File: src/hw/rtl/sosc_pkg.sv
// ----------------------------------------------------------------------------
// Script opcode scan counter package
// Shared types and constants for the script opcode scanner: scan phase
// codes, opcode values and count widths.
// ----------------------------------------------------------------------------
package sosc_pkg;

  // Counter and byte widths.
  localparam int unsigned CountW = 32;
  localparam int unsigned ByteW  = 8;

  typedef logic [CountW-1:0] count_t;
  typedef logic [ByteW-1:0]  byte_t;
  typedef logic [1:0]        phase_t;

  // Scan phase codes. The reserved code behaves like the opcode phase.
  localparam phase_t PhOpcode  = 2'd0;
  localparam phase_t PhLength  = 2'd1;
  localparam phase_t PhPayload = 2'd2;
  localparam phase_t PhRsvd    = 2'd3;

  // Configuration register indexes.
  localparam logic CfgAccurate = 1'b0;
  localparam logic CfgTarget   = 1'b1;

  // Opcode values in the usual script numbering.
  localparam byte_t OpZero        = 8'h00;
  localparam byte_t OpPushData1   = 8'h4c;
  localparam byte_t OpPushData2   = 8'h4d;
  localparam byte_t OpPushData4   = 8'h4e;
  localparam byte_t OpSmallBase   = 8'h50;
  localparam byte_t OpOne         = 8'h51;
  localparam byte_t OpSixteen     = 8'h60;
  localparam byte_t OpCheckSig    = 8'hac;
  localparam byte_t OpCheckSigVfy = 8'had;
  localparam byte_t OpMultiSig    = 8'hae;
  localparam byte_t OpMultiSigVfy = 8'haf;
  localparam byte_t OpInvalid     = 8'hff;

  // Sigops charged to a multisig whose key count is not known.
  localparam logic [4:0] MultiSigDefault = 5'd20;

  // Length field sizes of the three long push forms.
  localparam logic [2:0] LenBytes1 = 3'd1;
  localparam logic [2:0] LenBytes2 = 3'd2;
  localparam logic [2:0] LenBytes4 = 3'd4;

endpackage

File: src/hw/rtl/script_opcode_scan_counter.sv
// ----------------------------------------------------------------------------
// Script opcode scan counter
// Tokenizes a script one byte per word, skips push payloads, and on the last
// byte reports the sigop count, target opcode count, push-only and truncated.
// ----------------------------------------------------------------------------
// A last byte is held in the input register, then its result in the result register.
// Throughput: one byte per cycle; the input register feeds a combinational
// phase update and saturating counter adds, with a result register behind.
// Only a last byte waits, and only while an earlier result is held by a
// stalled receiver.
// Reset (synchronous, rst_n low): scan state and totals cleared, previous
// opcode set to invalid, accurate_mode = 1, target_opcode = 0.
module script_opcode_scan_counter (
  input  logic                     clk,
  input  logic                     rst_n,
  // Configuration write port.
  input  logic                     cfg_we,
  input  logic                     cfg_index,
  input  logic [7:0]               cfg_wdata,
  // Input channel.
  input  logic                     in_valid,
  output logic                     in_stall,
  input  logic [7:0]               in_script_byte,
  input  logic                     in_last_byte,
  // Result channel.
  output logic                     out_valid,
  input  logic                     out_stall,
  output logic [31:0]              out_sigop_count,
  output logic [31:0]              out_target_count,
  output logic                     out_push_only,
  output logic                     out_truncated
);

  // Configuration registers.
  logic               accurate_r;
  sosc_pkg::byte_t    target_r;

  // Input register.
  logic               s1_valid_r;
  sosc_pkg::byte_t    s1_byte_r;
  logic               s1_last_r;

  // Scan state.
  sosc_pkg::phase_t   phase_r, phase_nxt;
  logic [2:0]         len_left_r, len_left_nxt;
  logic [1:0]         len_shift_r, len_shift_nxt;
  sosc_pkg::count_t   payload_r, payload_nxt;
  sosc_pkg::byte_t    prev_op_r, prev_op_nxt;
  sosc_pkg::count_t   sigop_r, sigop_nxt;
  sosc_pkg::count_t   match_r, match_nxt;
  logic               all_push_r, all_push_nxt;

  // Result register.
  logic               out_valid_r;
  sosc_pkg::count_t   out_sigop_r;
  sosc_pkg::count_t   out_match_r;
  logic               out_push_only_r;
  logic               out_trunc_r;

  // Datapath helpers.
  logic               s1_go;
  logic               s1_fire;
  logic               in_accept;
  logic               match_check;
  sosc_pkg::byte_t    match_op;
  logic               sigop_add;
  logic [4:0]         sigop_inc;
  logic [32:0]        sigop_sum;
  logic [32:0]        match_sum;
  sosc_pkg::count_t   payload_or;
  sosc_pkg::count_t   payload_dec;
  logic               trunc;

  // The held word may move on unless it is a last byte and the result
  // register is full and stalled.
  assign s1_go     = !s1_last_r || !out_valid_r || !out_stall;
  assign s1_fire   = s1_valid_r && s1_go;
  assign in_stall  = s1_valid_r && !s1_go;
  assign in_accept = in_valid && !in_stall;

  // Configuration writes.
  always_ff @(posedge clk) begin
    if (!rst_n) begin
      accurate_r <= 1'b1;
      target_r   <= '0;
    end else if (cfg_we) begin
      unique case (cfg_index)
        sosc_pkg::CfgAccurate: accurate_r <= cfg_wdata[0];
        sosc_pkg::CfgTarget:   target_r   <= cfg_wdata;
        default:               ;
      endcase
    end
  end

  // Input register.
  always_ff @(posedge clk) begin
    if (!rst_n) begin
      s1_valid_r <= 1'b0;
    end else if (in_accept) begin
      s1_valid_r <= 1'b1;
    end else if (s1_go) begin
      s1_valid_r <= 1'b0;
    end
  end

  always_ff @(posedge clk) begin
    if (in_accept) begin
      s1_byte_r <= in_script_byte;
      s1_last_r <= in_last_byte;
    end
  end

  // Length byte merged into the payload count, little-endian.
  always_comb begin
    payload_or = payload_r;
    case (len_shift_r)
      2'd0:    payload_or[7:0]   = payload_r[7:0]   | s1_byte_r;
      2'd1:    payload_or[15:8]  = payload_r[15:8]  | s1_byte_r;
      2'd2:    payload_or[23:16] = payload_r[23:16] | s1_byte_r;
      default: payload_or[31:24] = payload_r[31:24] | s1_byte_r;
    endcase
  end

  assign payload_dec = payload_r - sosc_pkg::CountW'(1);

  // Phase update for one script byte.
  always_comb begin
    phase_nxt     = phase_r;
    len_left_nxt  = len_left_r;
    len_shift_nxt = len_shift_r;
    payload_nxt   = payload_r;
    prev_op_nxt   = prev_op_r;
    all_push_nxt  = all_push_r;
    match_check   = 1'b0;
    match_op      = prev_op_r;
    sigop_add     = 1'b0;
    sigop_inc     = 5'd1;

    unique case (phase_r)
      sosc_pkg::PhLength: begin
        payload_nxt   = payload_or;
        len_shift_nxt = len_shift_r + 2'd1;
        len_left_nxt  = len_left_r - 3'd1;
        if (len_left_nxt == 3'd0) begin
          if (payload_or == '0) begin
            // A zero-length push is complete after its length field.
            match_check = 1'b1;
            phase_nxt   = sosc_pkg::PhOpcode;
          end else begin
            phase_nxt = sosc_pkg::PhPayload;
          end
        end
      end
      sosc_pkg::PhPayload: begin
        payload_nxt = payload_dec;
        if (payload_dec == '0) begin
          match_check = 1'b1;
          phase_nxt   = sosc_pkg::PhOpcode;
        end
      end
      sosc_pkg::PhOpcode, sosc_pkg::PhRsvd: begin
        prev_op_nxt = s1_byte_r;
        match_op    = s1_byte_r;
        phase_nxt   = sosc_pkg::PhOpcode;
        if (s1_byte_r < sosc_pkg::OpPushData1) begin
          if (s1_byte_r == sosc_pkg::OpZero) begin
            match_check = 1'b1;
          end else begin
            payload_nxt = {24'd0, s1_byte_r};
            phase_nxt   = sosc_pkg::PhPayload;
          end
        end else if (s1_byte_r <= sosc_pkg::OpPushData4) begin
          if (s1_byte_r == sosc_pkg::OpPushData1) begin
            len_left_nxt = sosc_pkg::LenBytes1;
          end else if (s1_byte_r == sosc_pkg::OpPushData2) begin
            len_left_nxt = sosc_pkg::LenBytes2;
          end else begin
            len_left_nxt = sosc_pkg::LenBytes4;
          end
          len_shift_nxt = 2'd0;
          payload_nxt   = '0;
          phase_nxt     = sosc_pkg::PhLength;
        end else begin
          match_check = 1'b1;
          if (s1_byte_r > sosc_pkg::OpSixteen) begin
            all_push_nxt = 1'b0;
          end
          if (s1_byte_r == sosc_pkg::OpCheckSig || s1_byte_r == sosc_pkg::OpCheckSigVfy) begin
            sigop_add = 1'b1;
          end else if (s1_byte_r == sosc_pkg::OpMultiSig ||
                       s1_byte_r == sosc_pkg::OpMultiSigVfy) begin
            sigop_add = 1'b1;
            if (accurate_r && prev_op_r >= sosc_pkg::OpOne &&
                prev_op_r <= sosc_pkg::OpSixteen) begin
              sigop_inc = 5'(prev_op_r - sosc_pkg::OpSmallBase);
            end else begin
              sigop_inc = sosc_pkg::MultiSigDefault;
            end
          end
        end
      end
      default: ;
    endcase
  end

  // Saturating totals.
  assign sigop_sum = {1'b0, sigop_r} + {28'd0, sigop_inc};
  assign match_sum = {1'b0, match_r} + 33'd1;

  always_comb begin
    sigop_nxt = sigop_r;
    if (sigop_add) begin
      sigop_nxt = sigop_sum[32] ? '1 : sigop_sum[31:0];
    end
    match_nxt = match_r;
    if (match_check && match_op == target_r) begin
      match_nxt = match_sum[32] ? '1 : match_sum[31:0];
    end
  end

  assign trunc = (phase_nxt == sosc_pkg::PhLength) || (phase_nxt == sosc_pkg::PhPayload);

  // Scan state: advances on each byte, clears after the last one.
  always_ff @(posedge clk) begin
    if (!rst_n || (s1_fire && s1_last_r)) begin
      phase_r     <= sosc_pkg::PhOpcode;
      len_left_r  <= '0;
      len_shift_r <= '0;
      payload_r   <= '0;
      prev_op_r   <= sosc_pkg::OpInvalid;
      sigop_r     <= '0;
      match_r     <= '0;
      all_push_r  <= 1'b1;
    end else if (s1_fire) begin
      phase_r     <= phase_nxt;
      len_left_r  <= len_left_nxt;
      len_shift_r <= len_shift_nxt;
      payload_r   <= payload_nxt;
      prev_op_r   <= prev_op_nxt;
      sigop_r     <= sigop_nxt;
      match_r     <= match_nxt;
      all_push_r  <= all_push_nxt;
    end
  end

  // Result register.
  always_ff @(posedge clk) begin
    if (!rst_n) begin
      out_valid_r <= 1'b0;
    end else if (s1_fire && s1_last_r) begin
      out_valid_r <= 1'b1;
    end else if (!out_stall) begin
      out_valid_r <= 1'b0;
    end
  end

  always_ff @(posedge clk) begin
    if (s1_fire && s1_last_r) begin
      out_sigop_r     <= sigop_nxt;
      out_match_r     <= match_nxt;
      out_push_only_r <= all_push_nxt && !trunc;
      out_trunc_r     <= trunc;
    end
  end

  assign out_valid        = out_valid_r;
  assign out_sigop_count  = out_sigop_r;
  assign out_target_count = out_match_r;
  assign out_push_only    = out_push_only_r;
  assign out_truncated    = out_trunc_r;

  // The reserved phase code is never entered.
  a_phase_legal: assert property (@(posedge clk) disable iff (!rst_n)
    phase_r != sosc_pkg::PhRsvd)
    else $error("scan phase holds the reserved code");

  // A length phase always has length bytes still to come.
  a_len_left: assert property (@(posedge clk) disable iff (!rst_n)
    phase_r == sosc_pkg::PhLength |-> len_left_r != 3'd0)
    else $error("length phase with no length bytes left");

  // Totals start over once a last byte has been processed.
  a_clear_after_last: assert property (@(posedge clk) disable iff (!rst_n)
    s1_fire && s1_last_r |=> phase_r == sosc_pkg::PhOpcode && sigop_r == '0 &&
                             match_r == '0 && all_push_r)
    else $error("scan state not cleared after last byte");

  // A truncated script is never reported as push-only.
  a_trunc_push: assert property (@(posedge clk) disable iff (!rst_n)
    out_valid_r |-> !(out_trunc_r && out_push_only_r))
    else $error("result both truncated and push-only");

  // A last byte waiting on a full, stalled result register blocks input.
  a_last_blocks: assert property (@(posedge clk) disable iff (!rst_n)
    s1_valid_r && s1_last_r && out_valid_r && out_stall |-> in_stall && !s1_fire)
    else $error("last byte advanced over a stalled result");

endmodule
File: config.mk
export PLATFORM = sky130hd
export DESIGN_NAME = script_opcode_scan_counter
export DESIGN_NICKNAME = d
export VERILOG_FILES = /design/src/hw/rtl/sosc_pkg.sv /design/src/hw/rtl/script_opcode_scan_counter.sv
export SDC_FILE = /design/constraint.sdc
export NUM_CORES = 1
export LEC_CHECK = 0
export ABC_CLOCK_PERIOD_IN_PS = 4100
export BUFFER_PORTS_ARGS = -buffer_cell sky130_fd_sc_hd__buf_4
export CAP_MARGIN = 25
export CORE_ASPECT_RATIO = 1.2
export CORE_MARGIN = 5
export CORE_UTILIZATION = 37
export CTS_CLUSTER_SIZE = 14
export DETAILED_ROUTE_END_ITERATION = 6
export SYNTH_ARGS = -nofsm -noshare
export SYNTH_HDL_FRONTEND = slang
export SYNTH_SLANG_ARGS = --single-unit
File: constraint.sdc
create_clock -name clk -period 4.1 [get_ports clk]
set_input_delay 0.82 -clock clk [delete_from_list [all_inputs] [get_ports clk]]
set_output_delay 0.82 -clock clk [all_outputs]
set_load 0.01 [all_outputs]
**After elaboration in Yosys (flattened, before gate mapping)**

Cells that the tools add are included.

- $add $sub $neg: 6
- Shifts and indexed selects: 0
- Divide/modulo/power cells: 0
- Bitwise logic cells: 5
- Magnitude comparators: 5
- Multiplexer cells: 54
- Multiply operators: 0
- Equality and inequality tests: 19
- Reductions and logical operators: 35

Operators with widths:

| kind | number |
|---|---|
| $mux W32 | 7 |
| $pmux W32 S3 | 1 |
| $logic_not A32 Y1 | 2 |
| $mux W8 | 5 |
| $add A32 B1 Y33 const B | 1 |
| $add A32 B5 Y33 | 1 |
| $eq A8 B8 Y1 const B | 4 |
| $or A8 B8 Y8 | 4 |
| $sub A32 B1 Y32 const B | 1 |
| $mux W5 | 6 |
| $mux W1 | 20 |
| $eq A8 B7 Y1 const B | 2 |
| $le A8 B7 Y1 const B | 2 |
| $mux W2 | 7 |
| $mux W3 | 4 |
| $eq A2 B2 Y1 const B | 4 |
| $eq A8 B8 Y1 | 1 |
| $ge A8 B7 Y1 const B | 1 |
| $gt A8 B7 Y1 const B | 1 |
| $logic_and A1 B1 Y1 | 8 |
| $logic_not A8 Y1 | 1 |
| $lt A8 B7 Y1 const B | 1 |
| $logic_not A1 Y1 | 7 |
| $eq A2 B1 Y1 const B | 3 |
| other kinds (20) | 30 |

- Input port bits: 23
- Bits in latches: 0
- Bits in read-only memories: 0
- Bits in registers: 198
- RAM bits: 0
- Logic and storage cells: 142
- Memories kept: 0

**Depth between registers and ports, before layout**

Gate-level depths: netlist (run 1).

- Depth after elaboration: 12
- Depth in mapped cells: 19
- Depth with buffers taken out: 17

**Least setup slack after synthesis (run 1)**

Ideal clock, no wire load.

- Path kind: register to register
- Start: register phase_r[0]
- End: register out_sigop_r[0] (netlist: out_sigop_count[0]), data pin
- Path buffers: 4
- Data required time: 3,832 ps
- Arrival time: 4,052 ps
- Setup slack: -219 ps
- Cell stages (with the launch flop): 19
- Path through: dfxtp_1 > inv_1 > ha_1 > clkbuf_1 > and4_1 > clkbuf_1 > nand2_1 > a21o_1 > ha_1 > fa_1 > a21o_1 > a21oi_1 > o21bai_1 > nand4_1 > nor3_1 > nand2_1 > clkbuf_1 > clkbuf_1 > nand3_1

- Longest elaborated chain between the ends: 6
- Elaborated cells between the ends (all ways): 8
- Classes of those cells: add/sub: 1; eq/ne: 1; mux: 4; reduce/logical: 2

RTL lines:

| item | RTL line | text |
|---|---|---|
| from (decl) | script_opcode_scan_counter.sv:44 | `sosc_pkg::phase_t phase_r, phase_nxt;` |
| from (signal assigned) | script_opcode_scan_counter.sv:226 | `phase_r <= sosc_pkg::PhOpcode;` |
| from (signal assigned) | script_opcode_scan_counter.sv:235 | `phase_r <= phase_nxt;` |
| $eq A2 B2 Y1 or $logic_not A2 Y1 (tied branches) | script_opcode_scan_counter.sv:139 | `unique case (phase_r)` |
| $reduce_or A2 Y1 (*) | script_opcode_scan_counter.sv:139 |  |
| $mux W5 | script_opcode_scan_counter.sv:139 |  |
| $add A32 B5 Y33 | script_opcode_scan_counter.sv:207 | `assign sigop_sum = {1'b0, sigop_r} + {28'd0, sigop_inc};` |
| $mux W32 | script_opcode_scan_counter.sv:213 | `sigop_nxt = sigop_sum[32] ? '1 : sigop_sum[31:0];` |
| $mux W32 (*) | script_opcode_scan_counter.sv:212 | `if (sigop_add) begin` |
| net sigop_nxt[0] | script_opcode_scan_counter.sv:49 | `sosc_pkg::count_t sigop_r, sigop_nxt;` |
| to (signal assigned) | script_opcode_scan_counter.sv:259 | `out_sigop_r <= sigop_nxt;` |
| to (decl) | script_opcode_scan_counter.sv:55 | `sosc_pkg::count_t out_sigop_r;` |

The timed path passes the listed nets; every way through them passes the cells marked *.
A chain may end at the register's enable or synchronous reset.

**Final worst setup path (run 1)**

- Start: register payload_r[1]
- End: register out_match_r[11] (netlist: out_target_count[11]), data pin

- Longest elaborated chain between the ends: 8
- Elaborated cells between the ends (all ways): 11
- Classes of those cells: add/sub: 1; mux: 6; bitwise: 1; reduce/logical: 3

RTL lines:

| item | RTL line | text |
|---|---|---|
| from (decl) | script_opcode_scan_counter.sv:47 | `sosc_pkg::count_t payload_r, payload_nxt;` |
| from (signal assigned) | script_opcode_scan_counter.sv:238 | `payload_r <= payload_nxt;` |
| branches (longest 5 deep; another with $sub A32 B1 Y32) | n/a |  |
| $pmux W1 S3 (*) | script_opcode_scan_counter.sv:139 |  |
| $logic_and A1 B1 Y1 (*) | script_opcode_scan_counter.sv:216 | `if (match_check && match_op == target_r) begin` |
| $mux W32 (*) | script_opcode_scan_counter.sv:216 |  |
| net match_nxt[11] | script_opcode_scan_counter.sv:50 | `sosc_pkg::count_t match_r, match_nxt;` |
| to (signal assigned) | script_opcode_scan_counter.sv:260 | `out_match_r <= match_nxt;` |
| to (decl) | script_opcode_scan_counter.sv:56 | `sosc_pkg::count_t out_match_r;` |

Mark *: on every way through the listed nets, which the timed path passes.

==> impl_metrics.toml, run 1 <==
[run_status]
status = "complete, no violations"

[power_and_ir_drop]
leakagePower_uw = 0.00510
vdd_ir_drop_max_v = 0.000202
power.density_nw_per_um2 = 325

[route]
vias_per_cell = 5.90
first_iter_violations = 709
vias = 10760
post_drt_wl_per_cell_microns = 18.9
wirelength_microns = 34500
drc = 0
antenna_left = 0
first_pass_iters = 6

[floorplanning]
core_sq_um = 30400
die_h_microns = 202
rows = 70
dieArea_sq_um = 34300
start_util_pct = 37.4
die-width_microns = 170
io_pins = 91

[clock_network]
cts_buffers = 17
cts_hold_buf = 0
clkTransAtPathRegs_ns = 0.08
root_buffer = "clkbuf_16"
cts_setup_buffers = 0
cts_buffer_depth = 2
htreeDepth = 4
clk_latency_ns = 0.45
cts_tree = "yes"
cts.sinks = 198

[timing]
worstMarginPinSlew_ns = 0.900
slew_headroom_pct = 39.9
tns_ns = 0
setup_ws_ns = 0.249
rsz0062_at_grt = "no"
finalSetupViolCount = 0
holdWs_ns = 0.481
period_needed_ns = 3.85
finClkSkew_ns = 0.0131
finalHoldViolCount = 0
fmax_mhz = 260
drv_slew = 0
fin_crit_sh_pct = 93.9

[global_route]
grt_max_degree = 65
grt-ovfl-total = 0
grtUsageTotal_pct = 19.7
grt_pass1_wl_microns = 55300
antenna_found_initial = 0
grt_pass1_vias = 10380

[critical_path]
critPathMaxStageDelay_ns = 0.51
cp_slowest_cell = "or4_1"
worstPathMaxFanout = 9
start_kind = "register"
crit_arrival_ns = 4.02
crit_chain = "inv_1, ha_1, or3b_1, o31a_1, or4_1, a2111oi_0, nand3_1, nor2_1, a41o_1, and2_1, a31oi_1"
worst_ep_required_time_ns = 4.27
cp_top_family = "simple AND/OR/NAND/NOR gates"
end_kind = "register"
critPathBufInv = 1
crit_type = "reg -> reg"

[finish]
finish.utilization_pct = 43.3
layout_commonest_cell = "nand2_1"
insertedDiodeCount = 0
fin_nets = 1455
drive_above_1_share_pct = 15.1
syn_to_final_growth_pct = 16.0
layout_common_cells = "158 x nand2_1, 146 x buf_4, 123 x dfxtp_1, 120 x a21oi_1, 88 x nor2_1"

[job]
max-cap-violations = 0

[placement]
io_buffers = 90
pre_cts_ws_ns = 0.219
hpwl_microns = 24200
gp_congestion = 0.950

[synthesis]
syn_nets = 1392
avgSynthCellArea_sq_um = 8.40
synthFlopType = "dfxtp_1"
synth_warnings = 0
netlist_area_sq_um = 11400
synth_seq_area_share_pct = 41.5
synth_cell_types = 82
synth-seq-cells = 198
synth_edf_count = 75
async_flop_share_pct = 0
synthCells = 1352

[hold_path]
hp-class = "reg -> reg"
-- stage by stage --
stage	area (sq um)	std cells	total power, uW
finish	13200	1824	4280
global route	13200	1824	4460
CTS	13200	1824	4320
detailed placement	12600	1792	2720
global placement	12600	1792	2720
floorplan	11400	1352	2510
-- registers in the layout, indices dropped and copies added (netlist names) --
signal,cells
out_target_count,32
payload_r,32
sigop_r,32
out_valid,1
len_left_r,3
s1_valid_r,1
all_push_r,1
phase_r,2
s1_byte_r,8
target_r,8
out_truncated,1
out_push_only,1
len_shift_r,2
out_sigop_count,32
prev_op_r,8
match_r,32
s1_last_r,1
accurate_r,1
-- metal layers --
layer	vias up	global-route usage (%)	wire length (microns)
li1	5194	-	-
met1	5141	24.5	14400
met2	351	33.7	17000
met3	74	3.05	1750
met4	0	8.79	1380
met5	-	0	0
-- synthesized netlist by cell type, types with 5 or more instances --
cell | number | area [sq um]
nand2b_1 | 5 | 31.3
o21ai_0 | 67 | 335
nor4_1 | 18 | 113
or2_2 | 6 | 37.5
inv_1 | 32 | 120
nand4_1 | 27 | 169
a31oi_1 | 53 | 332
a21oi_1 | 120 | 601
ha_1 | 16 | 200
a21o_1 | 9 | 67.6
or3_1 | 12 | 75.1
and4_1 | 8 | 70.1
buf_2 | 11 | 55.1
nand3_1 | 77 | 385
xnor2_1 | 22 | 193
a311oi_1 | 17 | 149
or4_1 | 10 | 75.1
a41oi_1 | 16 | 140
nor2_1 | 88 | 330
mux2i_1 | 10 | 100
o21a_1 | 5 | 37.5
a21boi_0 | 9 | 67.6
a211oi_1 | 25 | 188
nor3_1 | 56 | 280
a22o_1 | 10 | 87.6
and3_1 | 25 | 156
and2_1 | 24 | 150
nand2_1 | 160 | 601
clkbuf_1 | 88 | 330
dfxtp_1 | 123 | 2460
xor2_1 | 19 | 166
o31ai_1 | 9 | 67.6
edfxtp_1 | 75 | 2250
a32oi_1 | 5 | 43.8
o22ai_1 | 8 | 50.1
-- cell families after synthesis --
family | count (synthesis) | synth area share [%]
XOR/XNOR | 41 | 3.16
multiplexers | 11 | 0.981
flip-flops | 198 | 41.5
AND/OR/NAND/NOR | 548 | 24.6
adder cells (fa/ha/maj) | 17 | 1.94
buffers and inverters | 139 | 4.98
AO/OA/AOI/OAI | 398 | 22.8
-- repair_timing --
action                     4_1_cts  5_1_grt
resized for setup                0        3
hold endpoints to repair         0        0
setup endpoints to repair        0       13
-- tightest hold or removal path: cells and delay by family, from the launching register on --
family / cells / cell delay, ns
flops: 1 / 0.32
simple gates: 2 / 0.12
-- layout make-up --
class / instances / area [sq um]
clock inverter: 15 / 124
sequential: 198 / 4710
multi-input combinational: 1015 / 6090
inverter: 32 / 120
tap: 396 / 495
fill: 3012 / 17200
timing repair buffer: 151 / 1200
clock buffer: 17 / 425
-- final timing paths --
kind	start	endpoint	slack, ns	depth (start not counted)
worst max-delay path	payload_r[1]$_SDFFE_PP0P_	out_target_count[11]$_DFFE_PP_	0.25	11
worst min-delay path	all_push_r$_SDFFE_PP1P_	all_push_r$_SDFFE_PP1P_	0.48	2
worst max register to register	payload_r[1]$_SDFFE_PP0P_	out_target_count[11]$_DFFE_PP_	0.25	11
worst min register to register	all_push_r$_SDFFE_PP1P_	all_push_r$_SDFFE_PP1P_	0.48	2
-- power by group --
part	internal (uW)	switching (uW)	total, uW
Sequential	2060	34.2	2100
Combinational	217	369	587
Clock	791	808	1600
Power figures use the tool's default switching activity.
==> run 2: changes to the inputs <==
- ABC_CLOCK_PERIOD_IN_PS: 4100 -> 4310
- CTS_CLUSTER_SIZE: 14 -> 30
- clock period: 4.1 -> 4.31 ns (I/O delays scaled with it)
==> run 2 against run 1 <==
- global-route usage increased by 0.21 points
- clock-buffer cell count increased by 3
- highest routed layer unchanged
- utilization decreased by 0.091 points
- design area decreased by 0.21%
- critical path type unchanged
- die area unchanged
- sequential share of layout area increased by 0.075 points
==> impl_metrics.toml, run 2 (same netlist as run 1, synthesis figures left out) <==
[run_status]
status = "complete, no violations"

[critical_path]
crit_type = "reg -> reg"
crit_chain = "buf_4, or4_1, nor4_1, o21ai_1, o41ai_2, and2_2, a21boi_4, a41o_1, buf_4, a41oi_1, a31o_2"
critPathMaxStageDelay_ns = 0.59
crit_start = "s1_byte_r[2]$_DFFE_PP_"
end_kind = "register"
cp_slowest_cell = "or4_1"
cp_top_family = "compound AO/OA/AOI/OAI gates"
worstPathMaxFanout = 20
start_kind = "register"
crit_arrival_ns = 4.27
reg2reg_from = "s1_byte_r[2]$_DFFE_PP_"
worst_ep_required_time_ns = 4.65
crit_top_cell = "buf_4"
critPathBufInv = 2

[route]
vias_per_cell = 5.88
vias = 10695
post_drt_wl_per_cell_microns = 18.9
drc = 0
first_pass_iters = 6
wirelength_microns = 34400
first_iter_violations = 786
antenna_left = 0

[timing]
tns_ns = 0
slew_headroom_pct = 37.0
holdWs_ns = 0.474
drv_slew = 0
period_needed_ns = 3.93
rsz0062_at_grt = "no"
setup_ws_ns = 0.376
finalSetupViolCount = 0
finalHoldViolCount = 0
fin_crit_sh_pct = 91.3
finClkSkew_ns = 0.0172
fmax_mhz = 254
worstMarginPinSlew_ns = 0.938

[global_route]
antenna_found_initial = 0
grt_pass1_wl_microns = 55600
grt_max_degree = 65
grtUsageTotal_pct = 19.9
grt-ovfl-total = 0
grt_pass1_vias = 10242

[finish]
fillers = 3044
syn_to_final_growth_pct = 15.7
layout_commonest_cell = "nand2_1"
final_cell_area_sq_um = 13100
insertedDiodeCount = 0
layout_common_cells = "159 x nand2_1, 142 x buf_4, 123 x dfxtp_1, 120 x a21oi_1, 88 x nor2_1"
drive_above_1_share_pct = 14.7
fin_cells = 1819
fin_nets = 1450

[clock_network]
htreeDepth = 4
root_buffer = "clkbuf_16"
clkTransAtPathRegs_ns = 0.08
cts_buffers = 17
clk_latency_ns = 0.45
cts_hold_buf = 0
cts.sinks = 198
cts_tree = "yes"
cts_buffer_depth = 2

[floorplanning]
io_pins = 91
die-width_microns = 170
die_h_microns = 202
rows = 70
dieArea_sq_um = 34300
start_util_pct = 37.4
core_sq_um = 30400

[placement]
io_buffers = 90
pre_cts_ws_ns = 0.269
gp_congestion = 0.943
hpwl_microns = 24200
placed_area_sq_um = 12600
dp.cells = 1787

[hold_path]
hp-start = "all_push_r$_SDFFE_PP1P_"
hp-class = "reg -> reg"

[power_and_ir_drop]
leakagePower_uw = 0.00509
power.density_nw_per_um2 = 314
vdd_ir_drop_max_v = 0.000227

[job]
max-cap-violations = 0
run 2: through the flow:
stage,util [%],power [uW]
final,43.2,4130
after global routing,43.2,4300
after CTS,43.2,4160
after detailed placement,41.3,2580
after global placement,41.3,2580
after floorplan,-,2390
run 2: routing by layer:
metal / up-vias / track usage (%) / wire length, microns
met5: - / 0 / 0
met4: 0 / 8.87 / 1310
met3: 94 / 2.88 / 1780
met2: 326 / 33.5 / 16900
met1: 5094 / 25.3 / 14400
li1: 5181 / - / -
run 2: path summary, 6_finish.rpt:
path	endpoint	slack, ns	depth (start not counted)
setup reg to reg	match_r[3]$_SDFFE_PP0P_	0.38	11
hold / removal	all_push_r$_SDFFE_PP1P_	0.47	2
setup / recovery	match_r[3]$_SDFFE_PP0P_	0.38	11
hold reg to reg	all_push_r$_SDFFE_PP1P_	0.47	2
run 2: final cells by class:
type | instances | area (sq um) | area share, %
Clock buffer | 20 | 458 | 3.48
Clock inverter | 12 | 114 | 0.866
Inverter | 32 | 120 | 0.914
Multi-Input combinational cell | 1015 | 6090 | 46.4
Sequential cell | 198 | 4710 | 35.9
Tap cell | 396 | 495 | 3.77
Timing Repair Buffer | 146 | 1150 | 8.72
run 2: power breakdown:
| part | total, uW | internal (uW) | leakage [uW] | switching [uW] |
|---|---|---|---|---|
| clock network | 1580 | 840 | 0.000274 | 740 |
| registers | 2000 | 1960 | 0.00180 | 34.6 |
| logic | 549 | 201 | 0.00302 | 348 |
run 2: worst register-to-register path, stage by stage (launching register included):
cell and delay, ns:
edfxtp_1 0.40, buf_4 0.21, or4_1 0.59, nor4_1 0.44, o21ai_1 0.16, o41ai_2 0.56
and2_2 0.31, a21boi_4 0.25, a41o_1 0.21, buf_4 0.28, a41oi_1 0.16, a31o_2 0.26
run 2: what timing repair did:
action,4_1_cts,5_1_grt
gates resized for setup,0,3
buffers inserted,0,0
setup endpoints to repair,0,20
==> run 3: changes to the inputs <==
--- a/config.mk
+++ b/config.mk
@@ -9,9 +9,9 @@
 export BUFFER_PORTS_ARGS = -buffer_cell sky130_fd_sc_hd__buf_4
 export CAP_MARGIN = 25
-export CORE_ASPECT_RATIO = 1.2
 export CORE_MARGIN = 5
 export CORE_UTILIZATION = 37
 export CTS_CLUSTER_SIZE = 30
 export DETAILED_ROUTE_END_ITERATION = 6
+export PLACE_DENSITY = 0.51
 export SYNTH_ARGS = -nofsm -noshare
 export SYNTH_HDL_FRONTEND = slang
==> constraint.sdc (replaced) <==
create_clock -name clk -period 4.31 [get_ports clk]
set_input_delay 1.0775 -clock clk [delete_from_list [all_inputs] [get_ports clk]]
set_output_delay 1.0775 -clock clk [all_outputs]
set_load 0.01 [all_outputs]
==> run 3 against run 2 <==
- via count increased by 0.70%
- routed wire length up 3.0%
- total power up 1.8%
- utilization barely moved
- global-route usage is 0.33 points higher
- non-clock buffer count is 1 higher
- sequential power barely moved
- clock skew is 0.0011 ns lower
- highest routed layer unchanged
==> impl_metrics.toml, run 3 (same netlist as run 1, synthesis figures left out) <==
[hold_path]
hp-start = "all_push_r$_SDFFE_PP1P_"
hp-class = "reg -> reg"

[clock_network]
root_buffer = "clkbuf_16"
clk_latency_ns = 0.44
cts_tree = "yes"
htreeDepth = 4
cts_setup_buffers = 0
cts_hold_buf = 0
cts_buffers = 17
clkTransAtPathRegs_ns = 0.07
cts_buffer_depth = 2
cts_resized = 0
cts.sinks = 198

[power_and_ir_drop]
p_clk_share_pct = 39.4
pwr-share-seq_pct = 47.5
p_total_uw = 4200
share_comb_of_total_power_pct = 13.1
p_sw_uw = 1160
p_int_uw = 3040
power.density_nw_per_um2 = 320
vdd_ir_drop_max_v = 0.000218
switching_share_pct = 27.7
leakagePower_uw = 0.00509

[critical_path]
worst_ep_required_time_ns = 4.48
critPathMaxStageDelay_ns = 0.54
critPathBufInv = 2
cp_top_family = "simple AND/OR/NAND/NOR gates"
crit_arrival_ns = 4.19
start_kind = "register"
cp_slowest_cell = "or4_1"
crit_start = "payload_r[0]$_SDFFE_PP0P_"
crit_chain = "inv_1, ha_1, or3b_1, o31a_1, or4_1, a2111oi_0, nand3_1, nor4_4, a31oi_4, nor2_2, buf_4, a31oi_1"
end_kind = "register"
reg2reg_from = "payload_r[0]$_SDFFE_PP0P_"
crit_type = "reg -> reg"
worstPathMaxFanout = 9

[route]
first_iter_violations = 810
first_pass_iters = 6
vias_per_cell = 5.92
post_drt_wl_per_cell_microns = 19.4
wirelength_microns = 35400
drc = 0
antenna_left = 0
vias = 10770

[placement]
pre_cts_ws_ns = 0.221
dp.cells = 1788
hpwl_microns = 24500
io_buffers = 90
gp_congestion = 0.915

[timing]
period_needed_ns = 4.02
finClkSkew_ns = 0.0161
slew_headroom_pct = 45.6
setup_ws_ns = 0.288
worstMarginPinSlew_ns = 0.810
finalHoldViolCount = 0
drv_slew = 0
fin_crit_sh_pct = 93.3
tns_ns = 0
fmax_mhz = 249
finalSetupViolCount = 0

[floorplanning]
dieArea_sq_um = 34300
core_sq_um = 30400
start_util_pct = 37.3
die_h_microns = 185
rows = 64
die-width_microns = 185
io_pins = 91

[global_route]
grt_max_degree = 65
grt_pass1_wl_microns = 55500
grt_pass1_vias = 9769
antenna_found_initial = 0
grtUsageTotal_pct = 20.3
grt-ovfl-total = 0

[finish]
drive_above_1_share_pct = 14.8
insertedDiodeCount = 0
layout_commonest_cell = "nand2_1"
fin_cells = 1820
fillers = 3085
fin_nets = 1451
syn_to_final_growth_pct = 15.7
layout_common_cells = "159 x nand2_1, 145 x buf_4, 123 x dfxtp_1, 120 x a21oi_1, 88 x nor2_1"

[job]
max-cap-violations = 0

[run_status]
status = "complete, no violations"
run 3: stage by stage:
step	cell area, sq um	hold slack, ns	util [%]
global placement	12500	0.450	41.2
detailed placement	12500	0.458	41.2
global route	13100	0.490	43.2
CTS	13100	0.477	43.2
floorplan	11400	0.439	-
finish	13100	0.469	43.2
run 3: path summary, 6_finish.rpt:
check                                                      end  slack (ns)  cells past startpoint
worst max-delay path            out_target_count[25]$_DFFE_PP_        0.29                     12
worst min-delay path                   all_push_r$_SDFFE_PP1P_        0.47                      2
worst max register to register  out_target_count[25]$_DFFE_PP_        0.29                     12
worst min register to register         all_push_r$_SDFFE_PP1P_        0.47                      2
run 3: cell type report:
type                    instances  area, sq um  area share, %
flip-flops and latches        198         4710           35.9
multi-input cells            1015         6090           46.3
inverters                      32          120          0.914
repair buffers                147         1130           8.59
clock inverters                15          170           1.29
clock buffers                  17          425           3.24
well taps                     396          495           3.77
run 3: routing by layer:
metal | wire length (microns) | part of all wire, % | vias to the layer above | track usage, %
met5 | 0 | 0 | - | 0
met4 | 701 | 2.0 | 0 | 5.67
met3 | 1810 | 5.1 | 55 | 2.65
met2 | 16400 | 46 | 362 | 32.5
met1 | 16500 | 46 | 5171 | 28.8
li1 | - | - | 5182 | -
run 3: worst register-to-register path, delay by kind of cell (launching register included):
kind / cells / cell delay (ns)
AO/OA/AOI/OAI: 4 / 1.00
adder cells (fa/ha/maj): 1 / 0.26
buffers and inverters: 2 / 0.31
flip-flops: 1 / 0.39
AND/OR/NAND/NOR: 5 / 1.79
run 3: power groups by stage:
stage,sequential [uW],clock [uW],combinational [uW]
after floorplan,2030,0,365
after CTS,1990,1700,546
after global placement,2040,0,546
after detailed placement,2040,0,544
after global routing,2000,1780,598
final,2000,1650,552
